$ cat src/cmlp_pkg.sv
// cmlp_pkg: shared types, codes and helpers of the mapping line parser
// used by the parse stage, the result queue and the top level
package cmlp_pkg;

	// default line limits
	localparam int MAX_CODE_UNITS_DEF = 19;
	localparam int MAX_BYTES_DEF      = 31;

	// result queue depth, room for two parsed items' worth of results in flight
	localparam int OQ_DEPTH = 4;
	localparam int OQ_AW    = $clog2(OQ_DEPTH);

	// code point limits
	localparam logic [20:0] CP_LIMIT = 21'h10FFFF;
	localparam logic [20:0] SURR_LO  = 21'h00D800;
	localparam logic [20:0] SURR_HI  = 21'h00DFFF;
	localparam logic [20:0] BMP_MAX  = 21'h00FFFF;

	// characters of the line syntax
	localparam logic [7:0] CH_NUL  = 8'h00;
	localparam logic [7:0] CH_TAB  = 8'h09;
	localparam logic [7:0] CH_SP   = 8'h20;
	localparam logic [7:0] CH_PLUS = 8'h2B;
	localparam logic [7:0] CH_0    = 8'h30;
	localparam logic [7:0] CH_3    = 8'h33;
	localparam logic [7:0] CH_LT   = 8'h3C;
	localparam logic [7:0] CH_GT   = 8'h3E;
	localparam logic [7:0] CH_U    = 8'h55;
	localparam logic [7:0] CH_BSL  = 8'h5C;
	localparam logic [7:0] CH_X    = 8'h78;
	localparam logic [7:0] CH_BAR  = 8'h7C;

	// result kinds
	localparam logic [1:0] KIND_CP   = 2'd0;
	localparam logic [1:0] KIND_BYTE = 2'd1;
	localparam logic [1:0] KIND_SUM  = 2'd2;

	// line status codes
	localparam logic [3:0] ST_OK           = 4'd0;
	localparam logic [3:0] ST_TOO_MANY_CPS = 4'd1;
	localparam logic [3:0] ST_BAD_CP       = 4'd2;
	localparam logic [3:0] ST_CP_RANGE     = 4'd3;
	localparam logic [3:0] ST_NO_CPS       = 4'd4;
	localparam logic [3:0] ST_TOO_MANY_U16 = 4'd5;
	localparam logic [3:0] ST_TOO_MANY_B   = 4'd6;
	localparam logic [3:0] ST_BAD_BYTE     = 4'd7;
	localparam logic [3:0] ST_NO_BYTES     = 4'd8;
	localparam logic [3:0] ST_BAD_FB       = 4'd9;

	localparam logic signed [2:0] FB_NONE = -3'sd1;

	typedef enum logic [3:0] {
		PH_CP_OPEN = 4'd0,
		PH_CP_SEP  = 4'd1,
		PH_CP_U    = 4'd2,
		PH_CP_DIG  = 4'd3,
		PH_WS      = 4'd4,
		PH_B_OPEN  = 4'd5,
		PH_B_SEP   = 4'd6,
		PH_B_X     = 4'd7,
		PH_B_D1    = 4'd8,
		PH_B_D2    = 4'd9,
		PH_B_CHK   = 4'd10,
		PH_SCAN    = 4'd11,
		PH_FB      = 4'd12,
		PH_IDLE    = 4'd13
	} phase_t;

	// parser state carried from item to item
	typedef struct packed {
		phase_t             phase;
		logic [20:0]        cp_acc;
		logic               cp_ovf;
		logic [2:0]         hex_cnt;
		logic [4:0]         cp_cnt;
		logic [5:0]         u16_cnt;
		logic [7:0]         byte_acc;
		logic [4:0]         byte_cnt;
		logic [3:0]         err;
		logic signed [2:0]  fb;
	} parse_state_t;

	// one parsing pass over the current character
	typedef struct packed {
		parse_state_t st;
		logic         again;
		logic         emit;
		logic [1:0]   kind;
		logic [20:0]  value;
	} pass_t;

	// one result item
	typedef struct packed {
		logic [1:0]        kind;
		logic [20:0]       value;
		logic [3:0]        status;
		logic [4:0]        cp_cnt;
		logic [4:0]        byte_cnt;
		logic signed [2:0] fb;
		logic              last;
	} result_t;

	// results written into the queue by one parsed item
	typedef struct packed {
		logic    push0;
		logic    push1;
		result_t r0;
		result_t r1;
	} push_t;

	function automatic parse_state_t reset_state();
		parse_state_t s;
		s.phase    = PH_CP_OPEN;
		s.cp_acc   = '0;
		s.cp_ovf   = 1'b0;
		s.hex_cnt  = '0;
		s.cp_cnt   = '0;
		s.u16_cnt  = '0;
		s.byte_acc = '0;
		s.byte_cnt = '0;
		s.err      = ST_OK;
		s.fb       = FB_NONE;
		return s;
	endfunction

	// hex digit decode: {valid, digit}
	function automatic logic [4:0] hex_val(input logic [7:0] c);
		logic [4:0] r;
		r = 5'b0;
		if (c inside {[8'h30:8'h39]})
			r = {1'b1, c[3:0]};
		else if (c inside {[8'h61:8'h66], [8'h41:8'h46]})
			r = {1'b1, 4'(c[3:0] + 4'd9)};
		return r;
	endfunction

endpackage

$ cat src/conversion_mapping_line_parser.sv
// Mapping line parser: one character per item, code point, byte and summary results.
// Each character is registered in the input register, its results in the result queue.
// Throughput: one character per cycle while the result queue has room; the result
// port moves one result per cycle, so a line end with two results may hold input.
// Reset: arst_n clears the parser to the start of a line and empties the result queue.
// depends on cmlp_pkg, cmlp_parse, cmlp_outq
module conversion_mapping_line_parser import cmlp_pkg::*; #(
	parameter int MAX_CODE_UNITS = MAX_CODE_UNITS_DEF,
	parameter int MAX_BYTES      = MAX_BYTES_DEF
) (
	input  logic              clk,
	input  logic              arst_n,
	input  logic              in_valid,
	output logic              in_ready,
	input  logic [7:0]        ch,
	output logic              out_valid,
	input  logic              out_ready,
	output logic [1:0]        kind,
	output logic [20:0]       value,
	output logic [3:0]        status,
	output logic [4:0]        code_point_count,
	output logic [4:0]        byte_count,
	output logic signed [2:0] fallback,
	output logic              last
);

	push_t   push;
	logic    room;
	result_t head;

	// parse stage
	cmlp_parse #(
		.MAX_CODE_UNITS(MAX_CODE_UNITS),
		.MAX_BYTES(MAX_BYTES)
	) u_parse (
		.clk(clk),
		.arst_n(arst_n),
		.in_valid(in_valid),
		.in_ready(in_ready),
		.ch(ch),
		.room(room),
		.push(push)
	);

	// result queue
	cmlp_outq u_outq (
		.clk(clk),
		.arst_n(arst_n),
		.push(push),
		.room(room),
		.out_valid(out_valid),
		.out_ready(out_ready),
		.head(head)
	);

	// result fields
	assign kind             = head.kind;
	assign value            = head.value;
	assign status           = head.status;
	assign code_point_count = head.cp_cnt;
	assign byte_count       = head.byte_cnt;
	assign fallback         = head.fb;
	assign last             = head.last;

endmodule

$ cat src/cmlp_parse.sv
// cmlp_parse: input register, line parser state and result generation
// depends on cmlp_pkg
module cmlp_parse import cmlp_pkg::*; #(
	parameter int MAX_CODE_UNITS = MAX_CODE_UNITS_DEF,
	parameter int MAX_BYTES      = MAX_BYTES_DEF
) (
	input  logic       clk,
	input  logic       arst_n,
	input  logic       in_valid,
	output logic       in_ready,
	input  logic [7:0] ch,
	input  logic       room,
	output push_t      push
);

	localparam logic [4:0] MCU5 = 5'(MAX_CODE_UNITS);
	localparam logic [5:0] MCU6 = 6'(MAX_CODE_UNITS);
	localparam logic [4:0] MB5  = 5'(MAX_BYTES);

	logic         valid_s1;
	logic [7:0]   ch_s1;
	logic         fire;
	parse_state_t st_q;
	parse_state_t st_d;
	pass_t        p;
	logic         emit;
	logic [1:0]   emit_kind;
	logic [20:0]  emit_value;
	result_t      item_r;
	result_t      sum_r;
	logic         eol;

	// one pass of the parser; again asks for the same character once more
	function automatic pass_t step(input parse_state_t s, input logic [7:0] c);
		pass_t       r;
		logic [4:0]  h;
		logic [24:0] v;
		r.st    = s;
		r.again = 1'b0;
		r.emit  = 1'b0;
		r.kind  = KIND_CP;
		r.value = '0;
		h       = hex_val(c);
		v       = {s.cp_acc, 4'b0} + 25'(h[3:0]);
		case (s.phase)
			PH_CP_OPEN, PH_CP_SEP: begin
				if (s.phase == PH_CP_SEP && c == CH_PLUS) begin
					r.st.phase = PH_CP_OPEN;
				end else if (c == CH_LT) begin
					if (s.cp_cnt >= MCU5) begin
						r.st.err = ST_TOO_MANY_CPS; r.st.phase = PH_IDLE;
					end else begin
						r.st.phase = PH_CP_U;
					end
				end else if (s.cp_cnt == 5'd0) begin
					r.st.err = ST_NO_CPS; r.st.phase = PH_IDLE;
				end else if (s.cp_cnt > 5'd1 && s.u16_cnt > MCU6) begin
					r.st.err = ST_TOO_MANY_U16; r.st.phase = PH_IDLE;
				end else begin
					r.st.phase = PH_WS;
					r.again    = 1'b1;
				end
			end
			PH_CP_U: begin
				if (c == CH_U) begin
					r.st.cp_acc  = '0;
					r.st.cp_ovf  = 1'b0;
					r.st.hex_cnt = '0;
					r.st.phase   = PH_CP_DIG;
				end else begin
					r.st.err = ST_BAD_CP; r.st.phase = PH_IDLE;
				end
			end
			PH_CP_DIG: begin
				if (h[4]) begin
					if (s.hex_cnt < 3'd7)
						r.st.hex_cnt = s.hex_cnt + 3'd1;
					// saturate: keep the last value once past the limit
					if (!s.cp_ovf) begin
						if (v > 25'(CP_LIMIT))
							r.st.cp_ovf = 1'b1;
						else
							r.st.cp_acc = v[20:0];
					end
				end else if (c != CH_GT || s.hex_cnt == 3'd0) begin
					r.st.err = ST_BAD_CP; r.st.phase = PH_IDLE;
				end else if (s.cp_ovf || (s.cp_acc >= SURR_LO && s.cp_acc <= SURR_HI)) begin
					r.st.err = ST_CP_RANGE; r.st.phase = PH_IDLE;
				end else begin
					r.emit       = 1'b1;
					r.kind       = KIND_CP;
					r.value      = s.cp_acc;
					r.st.cp_cnt  = s.cp_cnt + 5'd1;
					r.st.u16_cnt = s.u16_cnt + ((s.cp_acc > BMP_MAX) ? 6'd2 : 6'd1);
					r.st.phase   = PH_CP_SEP;
				end
			end
			PH_WS: begin
				if (c != CH_SP && c != CH_TAB) begin
					r.st.phase = PH_B_OPEN;
					r.again    = 1'b1;
				end
			end
			PH_B_OPEN, PH_B_SEP: begin
				if (s.phase == PH_B_SEP && c == CH_PLUS) begin
					r.st.phase = PH_B_OPEN;
				end else if (c == CH_BSL) begin
					if (s.byte_cnt >= MB5) begin
						r.st.err = ST_TOO_MANY_B; r.st.phase = PH_IDLE;
					end else begin
						r.st.phase = PH_B_X;
					end
				end else if (s.byte_cnt == 5'd0) begin
					r.st.err = ST_NO_BYTES; r.st.phase = PH_IDLE;
				end else begin
					r.st.phase = PH_SCAN;
					r.again    = 1'b1;
				end
			end
			PH_B_X: begin
				if (c == CH_X) begin
					r.st.byte_acc = '0;
					r.st.phase    = PH_B_D1;
				end else begin
					r.st.err = ST_BAD_BYTE; r.st.phase = PH_IDLE;
				end
			end
			PH_B_D1, PH_B_D2: begin
				if (!h[4]) begin
					r.st.err = ST_BAD_BYTE; r.st.phase = PH_IDLE;
				end else begin
					r.st.byte_acc = {s.byte_acc[3:0], h[3:0]};
					r.st.phase    = (s.phase == PH_B_D1) ? PH_B_D2 : PH_B_CHK;
				end
			end
			PH_B_CHK: begin
				// a third hex digit is a syntax error
				if (h[4]) begin
					r.st.err = ST_BAD_BYTE; r.st.phase = PH_IDLE;
				end else begin
					r.emit        = 1'b1;
					r.kind        = KIND_BYTE;
					r.value       = 21'(s.byte_acc);
					r.st.byte_cnt = s.byte_cnt + 5'd1;
					r.st.phase    = PH_B_SEP;
					r.again       = 1'b1;
				end
			end
			PH_SCAN: begin
				if (c == CH_BAR)
					r.st.phase = PH_FB;
			end
			PH_FB: begin
				if (c >= CH_0 && c <= CH_3) begin
					r.st.fb    = $signed({1'b0, c[1:0]});
					r.st.phase = PH_IDLE;
				end else begin
					r.st.err = ST_BAD_FB; r.st.phase = PH_IDLE;
				end
			end
			default: begin
			end
		endcase
		return r;
	endfunction

	// input register
	assign fire     = valid_s1 && room;
	assign in_ready = !valid_s1 || fire;

	always_ff @(posedge clk or negedge arst_n) begin
		if (!arst_n) begin
			valid_s1 <= 1'b0;
		end else if (in_ready) begin
			valid_s1 <= in_valid;
		end
	end

	always_ff @(posedge clk) begin
		if (in_ready && in_valid)
			ch_s1 <= ch;
	end

	// chained passes over one character, up to four; at most three are ever needed
	always_comb begin
		p          = '{st: st_q, again: 1'b1, emit: 1'b0, kind: KIND_CP, value: '0};
		emit       = 1'b0;
		emit_kind  = KIND_CP;
		emit_value = '0;
		for (int i = 0; i < 4; i++) begin
			if (p.again) begin
				p = step(p.st, ch_s1);
				if (p.emit) begin
					emit       = 1'b1;
					emit_kind  = p.kind;
					emit_value = p.value;
				end
			end
		end
	end

	// result items for this character
	assign eol = (ch_s1 == CH_NUL);

	always_comb begin
		item_r.kind     = emit_kind;
		item_r.value    = emit_value;
		item_r.status   = ST_OK;
		item_r.cp_cnt   = '0;
		item_r.byte_cnt = '0;
		item_r.fb       = FB_NONE;
		item_r.last     = !eol;
		sum_r.kind      = KIND_SUM;
		sum_r.value     = '0;
		sum_r.status    = p.st.err;
		sum_r.cp_cnt    = p.st.cp_cnt;
		sum_r.byte_cnt  = p.st.byte_cnt;
		sum_r.fb        = (p.st.err != ST_OK) ? FB_NONE : p.st.fb;
		sum_r.last      = 1'b1;
		push.push0      = fire && (emit || eol);
		push.push1      = fire && emit && eol;
		push.r0         = emit ? item_r : sum_r;
		push.r1         = sum_r;
		st_d            = eol ? reset_state() : p.st;
	end

	// parser state, back to reset values at the end of each line
	always_ff @(posedge clk or negedge arst_n) begin
		if (!arst_n) begin
			st_q <= reset_state();
		end else if (fire) begin
			st_q <= st_d;
		end
	end

endmodule

$ cat src/cmlp_outq.sv
// cmlp_outq: small result queue, two writes and one read per cycle
// depends on cmlp_pkg
module cmlp_outq import cmlp_pkg::*; (
	input  logic    clk,
	input  logic    arst_n,
	input  push_t   push,
	output logic    room,
	output logic    out_valid,
	input  logic    out_ready,
	output result_t head
);

	result_t           mem_q [OQ_DEPTH];
	logic [OQ_AW-1:0]  wr_q;
	logic [OQ_AW-1:0]  rd_q;
	logic [OQ_AW:0]    cnt_q;
	logic [OQ_AW-1:0]  wr1;
	logic              pop;
	logic [1:0]        npush;

	assign out_valid = (cnt_q != '0);
	assign pop       = out_valid && out_ready;
	assign head      = mem_q[rd_q];
	// accept a parsed item only if both of its possible results fit
	assign room      = (cnt_q <= (OQ_AW+1)'(OQ_DEPTH - 2));
	assign wr1       = wr_q + 1'b1;
	assign npush     = {1'b0, push.push0} + {1'b0, push.push1};

	// entry storage
	always_ff @(posedge clk) begin
		if (push.push0)
			mem_q[wr_q] <= push.r0;
		if (push.push1)
			mem_q[wr1] <= push.r1;
	end

	// pointers and fill count
	always_ff @(posedge clk or negedge arst_n) begin
		if (!arst_n) begin
			wr_q  <= '0;
			rd_q  <= '0;
			cnt_q <= '0;
		end else begin
			wr_q  <= wr_q + OQ_AW'(npush);
			if (pop)
				rd_q <= rd_q + 1'b1;
			cnt_q <= cnt_q + (OQ_AW+1)'(npush) - (OQ_AW+1)'(pop);
		end
	end

endmodule

$ cat config.mk
export PLATFORM = sky130hd
export DESIGN_NAME = conversion_mapping_line_parser
export DESIGN_NICKNAME = d
export VERILOG_FILES = /design/src/cmlp_pkg.sv /design/src/conversion_mapping_line_parser.sv /design/src/cmlp_parse.sv /design/src/cmlp_outq.sv
export SDC_FILE = /design/constraint.sdc
export NUM_CORES = 1
export LEC_CHECK = 0
export BUFFER_PORTS_ARGS = -buffer_cell sky130_fd_sc_hd__buf_2
export CORE_MARGIN = 2
export CORE_UTILIZATION = 40
export CTS_CLUSTER_SIZE = 16
export DETAILED_ROUTE_END_ITERATION = 10
export GPL_TIMING_DRIVEN = 0
export HOLD_SLACK_MARGIN = 0.05
export PLACE_DENSITY = 0.56
export SLEW_MARGIN = 5
export SYNTH_ARGS = -nofsm -noshare
export SYNTH_HDL_FRONTEND = slang
export SYNTH_SLANG_ARGS = --single-unit
$ cat constraint.sdc
create_clock -name clk -period 5.4 [get_ports clk]
set_clock_uncertainty 0.15 [all_clocks]
set_input_delay 0.27 -clock clk [delete_from_list [all_inputs] [get_ports clk]]
set_output_delay 0.27 -clock clk [all_outputs]
set_load 0.02 [all_outputs]
== After elaboration in Yosys (flattened, before gate mapping) ==
Memories as Yosys holds them, arrays and structs flattened.
Cells that the tools add are included.

* Flip-flop bits (word level): 76
* Bits in latches: 0
* Memory bits (writable): 164
* ROM bits: 0
* Input port bits: 12
* Output and inout port bits: 43
* Logic and storage cells: 529
* Memories: 1

* Add/subtract/negate cells: 27
* Multipliers: 0
* Div/mod/pow operators: 0
* Order comparisons: 44
* Equal/unequal tests: 57
* Shifts and indexed selects: 0
* Multiplexer cells: 314
* Bitwise gates (word level): 0
* Reduce and logical (&&, ||, !) cells: 71

{| class="wikitable"
|+ Memory list
! memory !! words !! width !! rd ports !! clocked after Yosys merged registers in !! wr ports !! line !! RTL
|-
| u_outq.mem_q || 4 || 41 || 1 || 0 || 2 || cmlp_outq.sv:13 || <nowiki>result_t mem_q [OQ_DEPTH];</nowiki>
|}

{| class="wikitable"
|+ Operators with widths
! operator !! count
|-
| $mux 4 || 129
|-
| $mux 24 || 15
|-
| $mux 25 || 12
|-
| $mux 85 || 3
|-
| $mux 21 || 11
|-
| $pmux 25 s2 || 4
|-
| $pmux 24 s2 || 4
|-
| $mux 11 || 16
|-
| $pmux 4 s10 || 4
|-
| $pmux 4 s8 || 4
|-
| $add 25x4->25 || 4
|-
| $gt 25x21->1 const B || 4
|-
| $mux 22 || 4
|-
| $ge 21x16->1 const B || 4
|-
| $gt 21x16->1 const B || 4
|-
| $le 21x16->1 const B || 4
|-
| $eq 4x4->1 const B || 20
|-
| $mux 5 || 13
|-
| $eq 4x3->1 const B || 16
|-
| $mux 8 || 8
|-
| $pmux 8 s2 || 4
|-
| $mux 60 || 1
|-
| $mux 3 || 18
|-
| $mux 1 || 44
|-
| 38 further kinds || 163
|}

== Longest topological paths before layout ==
* Word-level depth: 44
* Depth in mapped cells: 19
* Gate-level depth less buffers: 16

== By module ==
From an unflattened synthesis, not the netlist that was laid out.

* Cells, all modules: 1173
* Area total of the unflattened synthesis: 14269.9 µm²

{| class="wikitable"
|+ By module, submodules not included
! module !! instances !! cells an instance !! area an instance (µm²) !! sequential area each (µm²)
|-
| cmlp_outq || 1 || 437 || 8274.2 || 5099.9
|-
| cmlp_parse || 1 || 736 || 5995.8 || 1770.4
|}

== Least setup slack after synthesis ==
No wires, ideal clock.

* Path type: reg-to-reg
* From: register u_parse.ch_s1[1]
* To: memory u_outq.mem_q[1][1] (netlist name) (data pin)
* Setup time: 274 ps
* Arrival time: 3928 ps
* Required time: 4976 ps
* Path slack: 1048 ps
* Stages on the path, launching flop included: 19
* Buffers on the path: 3
* Clock period less this slack: 4352 ps
* Cells stage by stage: edfxtp_1 inv_1 ha_1 nor3b_1 nor4_4 a211oi_2 clkbuf_1 xnor2_1 ha_1 and2_1 ha_1 o31ai_1 a21oi_2 nor4bb_1 o221a_1 buf_4 buf_6 nor3_1 a31oi_1

{| class="wikitable"
|+ RTL lines
! what !! line !! RTL
|-
| start: declaration || cmlp_parse.sv:21 || <nowiki>logic [7:0] ch_s1;</nowiki>
|-
| start signal: assignment || cmlp_parse.sv:181 || <nowiki>ch_s1 <= ch;</nowiki>
|-
| end: declaration || cmlp_outq.sv:13 ||
|}

==> results.cfg <==
[status]
status = finished clean

[cts]
cts_tree = built
clockBufferDepth = 3
clkTransAtPathRegs_ns = 0.06
numCtsBuffers = 27
insertion_delay_ns = 0.55
cts_root_buf = clkbuf_16
clock_sinks = 240
h-tree-depth = 1

[setup_path]
critPathMaxStageDelay_ns = 0.50
critPathTopFamily = simple AND/OR/NAND/NOR gates
crit_fanout = 10
critical_path_buf_inv_count = 5
critPathLaunchType = register
critical_path_required_ns = 5.63
arrival_ns = 5.32
endpoint_kind = register
cpMaxStageDelayCell = mux2i_2
crit_path_cell_trace = inv_1 > ha_1 > nor3b_1 > nor4_4 > a211oi_4 > buf_4 > mux2i_2 > inv_1 > ha_1 > or3_1 > and2_1 > nor4bb_1 > o221a_1 > buf_4 > buf_6 > nor3_1 > a31oi_1
critPathKind = register to register

[floorplanning]
start_util = 0.4045
coreArea_sq_mm = 0.03147
io_pins = 55
fp.dieW_um = 182.4
fp-row-count = 65
die_area_sq_mm = 0.03327
die_h_um = 182.4

[grt]
grt-busiest-layer = met2
grt.met3_usage = 0.03033
antenna_found_initial = 0
grt_max_degree = 53
grt_pass1_wl_um = 61160
grt_overflow_total = 0
grt_usage = 0.2377
gr-usage-met2 = 0.3765
grt_pass1_vias = 10413
use_met1 = 0.3450

[timing]
worst_slew_pin_slew_ns = 1.144
finalCriticalPeriod_ns = 5.093
hold_viol_final = 0
hold-worst-slack_ns = 0.09844
fin_crit_sh = 0.9432
timing.slew.headroom = 0.2375
setup_tns_ns = 0
rsz0062_at_grt = no
slew_violations = 0
fmax_mhz = 196.3
setup_viol = 0

[power_and_ir_drop]
power_density_mw_per_mm2 = 486.1
p_clk_frac = 0.248
power_frac_comb = 0.448
p_leak_nw = 5.406
pwr-share-seq = 0.305
ir_worst_vdd_v = 0.0002481
p_sw_frac = 0.4139
power_switching_mw = 2.927
p_int_mw = 4.145

[synthesis]
yosysMostFrequentCell = nand2_1
yosysUniqueCellTypes = 99
synth.top_cell.area_share = 0.1793
ys_async_sr_fraction = 0.2833
ys_ff_latch = 240
syn_nets = 1363
ys_seq_area_frac = 0.4642
synth_flop_cell = dfxtp_1
synth_warnings = 0
yosysTopAreaCell = edfxtp_1
synth.area.top_cells = edfxtp_1 18%, dfxtp_1 15%, dfrtp_1 13%, mux4_2 7.3%, nand2_1 4.2%
synth.avg_cell_area_sq_um = 9.623
synthTopCellsByCount = 143 x nand2_1, 137 x nor2_1, 96 x dfxtp_1
netlist_instances = 1323
synth_area_sq_mm = 0.01273
synth-edff-count = 76

[drt]
ant_nets = 0
wl_um = 39230
num_vias = 10813
drc_errors = 0
via_per_inst = 5.858
drt_first_pass_iters = 5
post_drt_wl_per_cell_um = 21.25
drt_iter0_drc = 919

[finish]
area_growth_pct = 14.28
nets = 1463
drive_gt1_frac = 0.1337
diodes = 0

[placed_design]
routabilityCongestion = 0.9568
hpwl_um = 28130
io_buffer_count = 54

[run]
maxCapViolCount = 0

[hold_path]
hp-class = input pin to register
==> flip-flops by register name, indices dropped and copies added (netlist names) <==
signal            count
u_outq.mem_q        164
u_parse.ch_s1         8
u_outq.rd_q           2
u_parse.valid_s1      1
u_outq.wr_q           2
u_parse.st_q         60
u_outq.cnt_q          3
==> final cells by class <==
cell class / instances / area (sq um)
fill: 3071 / 16930
multi-input combinational: 937 / 6272
sequential: 240 / 5909
clock buffer: 38 / 758.2
tap: 402 / 503.0
timing repair buffer: 71 / 447.9
buffer: 98 / 402.9
inverter: 48 / 180.2
clock inverter: 12 / 75.07
==> worst register-to-register path: cells and delay by family (launching register included) <==
kind | cells | cell delay (ns)
DFF | 1 | 0.47
AOI/OAI and AO/OA | 3 | 0.91
adders and majority gates | 2 | 0.53
muxes | 1 | 0.50
buffers and inverters | 5 | 0.77
and+or+nand+nor | 6 | 1.61
==> through the flow <==
| step | utilization | setup slack [ns] | cell area, sq um | instances | power (mW) |
|---|---|---|---|---|---|
| finish | 0.4623 | 0.3066 | 14550 | 1846 | 7.072 |
| global route | 0.4623 | 0.05228 | 14550 | 1846 | 7.469 |
| CTS | 0.4613 | 0.1246 | 14520 | 1844 | 7.059 |
| detailed placement | 0.4300 | -0.5794 | 13530 | 1780 | 5.289 |
| global placement | 0.4291 | -0.4998 | 13500 | 1779 | 5.287 |
| floorplan | - | 1.048 | 12730 | 1323 | 4.370 |
==> what timing repair did <==
item                       CTS  global route
pin swaps                    1             1
gates cloned                 0             0
hold endpoints to repair    77             0
setup buffers                3             2
hold buffers                11             0
resized for setup            4             5
setup endpoints to repair   28            20
==> metal layers <==
layer / vias up / share of wire
met4: 0 / 0.025
met2: 360 / 0.45
met3: 64 / 0.051
met1: 5317 / 0.47
li1: 5072 / -
met5: - / 0
==> cells in the final DEF (no fill, tap or decap), types with 7 or more instances in the layout <==
cell / n
clkbuf_1: 75
dfrtp_1: 65
o22ai_1: 11
mux4_2: 41
ha_1: 26
nor3_1: 29
a21oi_1: 94
xnor2_1: 12
nor2b_1: 10
o211ai_1: 9
buf_4: 9
o21ai_0: 69
and2_1: 12
nand2_1: 143
o21ai_1: 7
buf_2: 63
a31oi_1: 21
edfxtp_1: 76
clkbuf_16: 28
nor2_1: 137
nand3_1: 76
dlygate4sd3_1: 11
a211oi_1: 38
nand2b_1: 10
inv_1: 46
and3_1: 9
a22oi_1: 12
nand4_1: 8
buf_1: 14
a22o_1: 24
or3_1: 10
dfxtp_1: 96
==> logic make-up (layout without fill, tap and decap cells) <==
family	after synthesis	in the layout	synth area share
AO/OA/AOI/OAI	362	362	0.1895
buffers and inverters	146	267	0.04550
AND/OR/NAND/NOR	482	482	0.1823
XOR/XNOR	18	18	0.01238
multiplexers	46	46	0.07666
adder cells (fa/ha/maj)	29	29	0.02948
flip-flops	240	240	0.4642
==> power groups by stage <==
stage / clock, mW / combinational [mW] / sequential (mW)
6_report: 1.75 / 3.17 / 2.16
5_1_grt: 1.85 / 3.44 / 2.18
4_1_cts: 1.78 / 3.13 / 2.15
3_5_place_dp: 0 / 3.10 / 2.19
3_3_place_gp: 0 / 3.10 / 2.18
2_1_floorplan: 0 / 2.22 / 2.15
==> final timing paths <==
kind | startpoint | cells past startpoint | slack (ns) | end
max | u_parse.ch_s1[1] | 17 | 0.31 | u_outq.mem_q[2][3]
min reg2reg | u_outq.mem_q[0][40] | 2 | 0.29 | u_outq.mem_q[0][40]
min in group asynchronous | arst_n | 2 | 0.12 | u_parse.st_q[1]
max in group asynchronous | arst_n | 3 | 3.85 | u_parse.st_q[57]
min | out_ready | 3 | 0.1 | u_outq.rd_q[0]
max reg2reg | u_parse.ch_s1[1] | 17 | 0.31 | u_outq.mem_q[2][3]
Power figures use the tool's default switching activity.
